$ cat src/design/vprl_pkg.sv
// ----------------------------------------------------------------------------
// vprl_pkg: shared types and helpers for the rate limited velocity PID
// Holds the sequencer state type, register map, fixed weights and saturation.
// ----------------------------------------------------------------------------
package vprl_pkg;

  localparam logic signed [31:0] WEIGHT_P        = 32'sd65536;
  localparam logic signed [31:0] WEIGHT_D        = 32'sd65536;
  localparam logic signed [31:0] ANTIWINDUP_GAIN = 32'sd6554;

  localparam int DATA_W = 32;
  localparam int PROD_W = 48;   // product after the Q16 shift
  localparam int WIDE_W = 50;   // headroom for sums before saturation

  localparam logic signed [WIDE_W-1:0] S32_MAX = WIDE_W'(64'sh7FFF_FFFF);
  localparam logic signed [WIDE_W-1:0] S32_MIN = -WIDE_W'(64'sh8000_0000);

  typedef enum logic [2:0] {
    REG_PROP_GAIN     = 3'd0,
    REG_INTEGRAL_GAIN = 3'd1,
    REG_DERIV_POLE    = 3'd2,
    REG_DERIV_GAIN    = 3'd3,
    REG_RATE_UP       = 3'd4,
    REG_RATE_DOWN     = 3'd5,
    REG_OUT_UPPER     = 3'd6,
    REG_OUT_LOWER     = 3'd7
  } cfg_reg_t;

  typedef enum logic [11:0] {
    ST_IDLE  = 12'b0000_0000_0001,
    ST_WP    = 12'b0000_0000_0010,
    ST_WD    = 12'b0000_0000_0100,
    ST_PROP  = 12'b0000_0000_1000,
    ST_INT   = 12'b0000_0001_0000,
    ST_AW    = 12'b0000_0010_0000,
    ST_POLE  = 12'b0000_0100_0000,
    ST_DGAIN = 12'b0000_1000_0000,
    ST_DD    = 12'b0001_0000_0000,
    ST_SUM   = 12'b0010_0000_0000,
    ST_RATE  = 12'b0100_0000_0000,
    ST_LIM   = 12'b1000_0000_0000
  } state_t;

  function automatic logic signed [DATA_W-1:0] sat32(input logic signed [WIDE_W-1:0] x);
    logic signed [DATA_W-1:0] r;
    if (x > S32_MAX) r = 32'sh7FFF_FFFF;
    else if (x < S32_MIN) r = 32'sh8000_0000;
    else r = x[DATA_W-1:0];
    return r;
  endfunction

endpackage

$ cat src/design/vprl_mul.sv
// ----------------------------------------------------------------------------
// vprl_mul: registered Q16.16 multiplier
// Signed 32x32 product, arithmetic shift right by 16 (floor), registered.
// ----------------------------------------------------------------------------
module vprl_mul (
  input  logic                                clk,
  input  logic signed [vprl_pkg::DATA_W-1:0]  a,
  input  logic signed [vprl_pkg::DATA_W-1:0]  b,
  output logic signed [vprl_pkg::PROD_W-1:0]  q
);
  import vprl_pkg::*;

  logic signed [2*DATA_W-1:0] prod;

  assign prod = a * b;

  always_ff @(posedge clk) begin
    q <= prod[2*DATA_W-1:16];
  end

endmodule

$ cat config.mk
export PLATFORM = sky130hd
export DESIGN_NAME = vprl_mul
export DESIGN_NICKNAME = d
export VERILOG_FILES = /design/src/design/vprl_pkg.sv /design/src/design/vprl_mul.sv
export SDC_FILE = /design/constraint.sdc
export NUM_CORES = 2
export LEC_CHECK = 0
export BUFFER_PORTS_ARGS = -buffer_cell sky130_fd_sc_hd__clkbuf_2
export CAP_MARGIN = 40
export CORE_MARGIN = 10
export CORE_UTILIZATION = 65
export CTS_BUF_LIST = sky130_fd_sc_hd__clkbuf_8
export DETAILED_ROUTE_END_ITERATION = 7
export GPL_ROUTABILITY_DRIVEN = 0
export PLACE_DENSITY = 0.83
export SLEW_MARGIN = 20
export SYNTH_ARGS = -nofsm -noshare
export SYNTH_HDL_FRONTEND = slang
export SYNTH_SLANG_ARGS = --single-unit
$ cat constraint.sdc
create_clock -name clk -period 8.85 [get_ports clk]
set_clock_uncertainty 0.05 [all_clocks]
set_input_delay 0.885 -clock clk [delete_from_list [all_inputs] [get_ports clk]]
set_output_delay 0.885 -clock clk [all_outputs]
set_load 0.05 [all_outputs]
==> results.md <==
- Status: complete, no violations
- CP max stage cell: fa_1
- Largest net degree at the start of global routing: 33
- Final period util: 0.9641
- Drt pass-1 iters: 7
- Hold Violations, Final: 0
- Final WS setup: 0.3174 ns
- Slowest stage delay, CP: 0.59 ns
- Dpl ws: 0.09923 ns
- Hold Crit Class: flop to output pin
- First-pass GRT wire length: 153700 µm
- Die Area: 66040 µm²
- Post-layout net count: 5164
- Most flops, register: q
- Seq/Total Area, Yosys: 0.02632
- Post-Route Setup TNS: 0 ns
- Post-synth EDFFs: 0
- Crit path kind: input pin to flop
- Filler cell count: 4055
- Ports: 113
- Setup bufs post-CTS: 0
- Commonest cells after routing, fill and taps aside: fa_1, inv_1, nand2_1
- Total number of vias: 25890
- Prevailing post-synth register cell: dfxtp_1
- Yosys reg bits: 48
- CTS Hold Bufs: 0
- Hold Path Origin: q[13]$_DFF_P_
- Mapped Area: 36500 µm²
- Worst-Margin Slew: 0.7302 ns
- Critical path arrival: 8.80 ns
- Critical Path Sink Type: flop
- Sequential standard cell area: 960.9 µm²
- Initial antenna violation count: 8
- DR vias/cell: 5.640
- Most common cell after layout, fill and taps aside: fa_1
- Clock sinks: 48
- Synth warn: 0
- Async set-or-reset flop fraction in the synthesized netlist: 0
- Final WL: 93010 µm
- Final setup vio count: 0
- Required time worst endpoint: 9.12 ns
- Core ar.: 55310 µm²
- Design Area, Final: 38260 µm²
- CP Launch Point: b[8]
- Total GRT Usage: 0.2954
- Mapped Cells: 3820
- Starting Density: 0.6600
- Delay-heaviest family, CP: adder cells
- Slew headroom: 0.5132
- Share of cells above drive strength 1: 0.06069
- DP Wirelength: 79830 µm
- Root Buffer: clkbuf_8
- Tmin final: 8.533 ns
- Number of global-route vias before repair: 29150
- Total grt overflow: 0
- CTS Buf Count: 5
- Clock-pin slew on the worst setup and hold paths: 0.16 ns
- Area growth, synth to finish: 4.799%
- Crit path launch type: input pin
- Max reg flops: 48
- Avg Cell Area, Syn: 9.556 µm²
- WL/cell: 20.26 µm
- Cts repair resizes: 0
- Die span in y: 257.0 µm
- Slew Viols, Final: 0
- Synth Net Count: 5146
- Die Span X: 257.0 µm
- H-tree Lvls: 2
- Fmax: 117.2 MHz
- Number of port buffers: 112
- Multi-input gate area: 31210 µm²
- Max cap viols: 0
- Distinct cell type count after synthesis: 54
- CP dominant cell by count: fa_1
- Crit-path max FO: 25
- CTS max path bufs: 2
- DRC violations left: 0
- CTS tree: built
- CP Buf/Inv Count: 7
- Biggest regs: q x48
- Row cnt: 86
- DR iter-0 viols: 1915
- DP Area: 38110 µm²
- RSZ-0062 raised after global routing: false
- ANT nets after route: 0
==> synthesized netlist by cell type (all sizes together), types with 14 or more instances <==
| cell type | instances | share of area |
|---|---|---|
| fa | 1081 | 0.59 |
| inv | 950 | 0.098 |
| ha | 180 | 0.062 |
| nor2 | 46 | 0.0047 |
| xor2 | 23 | 0.0055 |
| and2 | 513 | 0.088 |
| xnor2 | 40 | 0.0096 |
| dfxtp | 48 | 0.026 |
| a21oi | 48 | 0.0066 |
| clkbuf | 201 | 0.021 |
| nand4 | 14 | 0.0024 |
| nand2 | 513 | 0.053 |
| o21ai | 30 | 0.0043 |
| a21o | 21 | 0.0043 |
==> metal layers <==
layer	part of all wire	GRT usage	wire, µm	up-vias
li1	-	-	-	10850
met1	0.35	0.3611	32770	13370
met2	0.50	0.4971	46510	1367
met3	0.094	0.05960	8702	294
met4	0.053	0.1420	4974	8
met5	0.00058	0	54	-
==> path summary, 6_finish.rpt <==
kind / end / slack (ns) / cells after the start
hold / removal: q[13] / 1.75 / 1
setup / recovery: q[46]$_DFF_P_ / 0.32 / 25
==> cell type report <==
type                            count  area share
Timing Repair Buffer              216     0.03768
Inverter                          950     0.09321
Multi-Input combinational cell   2617      0.8157
Antenna cell                        3   0.0001962
Tap cell                          748     0.02446
Sequential cell                    48     0.02512
Clock inverter                      3    0.001799
Clock buffer                        5    0.001799
==> logic make-up (layout without fill, tap and decap cells) <==
| logic type | after synthesis | in the layout | synth area share |
|---|---|---|---|
| AOI/OAI and AO/OA | 153 | 153 | 0.02824 |
| xor gates and xnor gates | 63 | 63 | 0.01512 |
| adders and majority gates | 1261 | 1261 | 0.6545 |
| buffers and inverters | 1155 | 1174 | 0.1188 |
| DFF | 48 | 48 | 0.02632 |
| other | 0 | 3 | 0 |
| and+or+nand+nor | 1140 | 1140 | 0.1570 |
==> metrics by stage <==
step                      cells  hold slack [ns]  utilization
after floorplan            3820            1.275            -
after global placement     4579            1.335       0.6891
after detailed placement   4579            1.338       0.6891
after CTS                  4587            1.781       0.6915
after global routing       4589            1.780       0.6916
final                      4590            1.751       0.6917
Power is left out: the tool's default activity adds up to more than one toggle a clock period on the data nets, which glitch-free logic cannot reach.
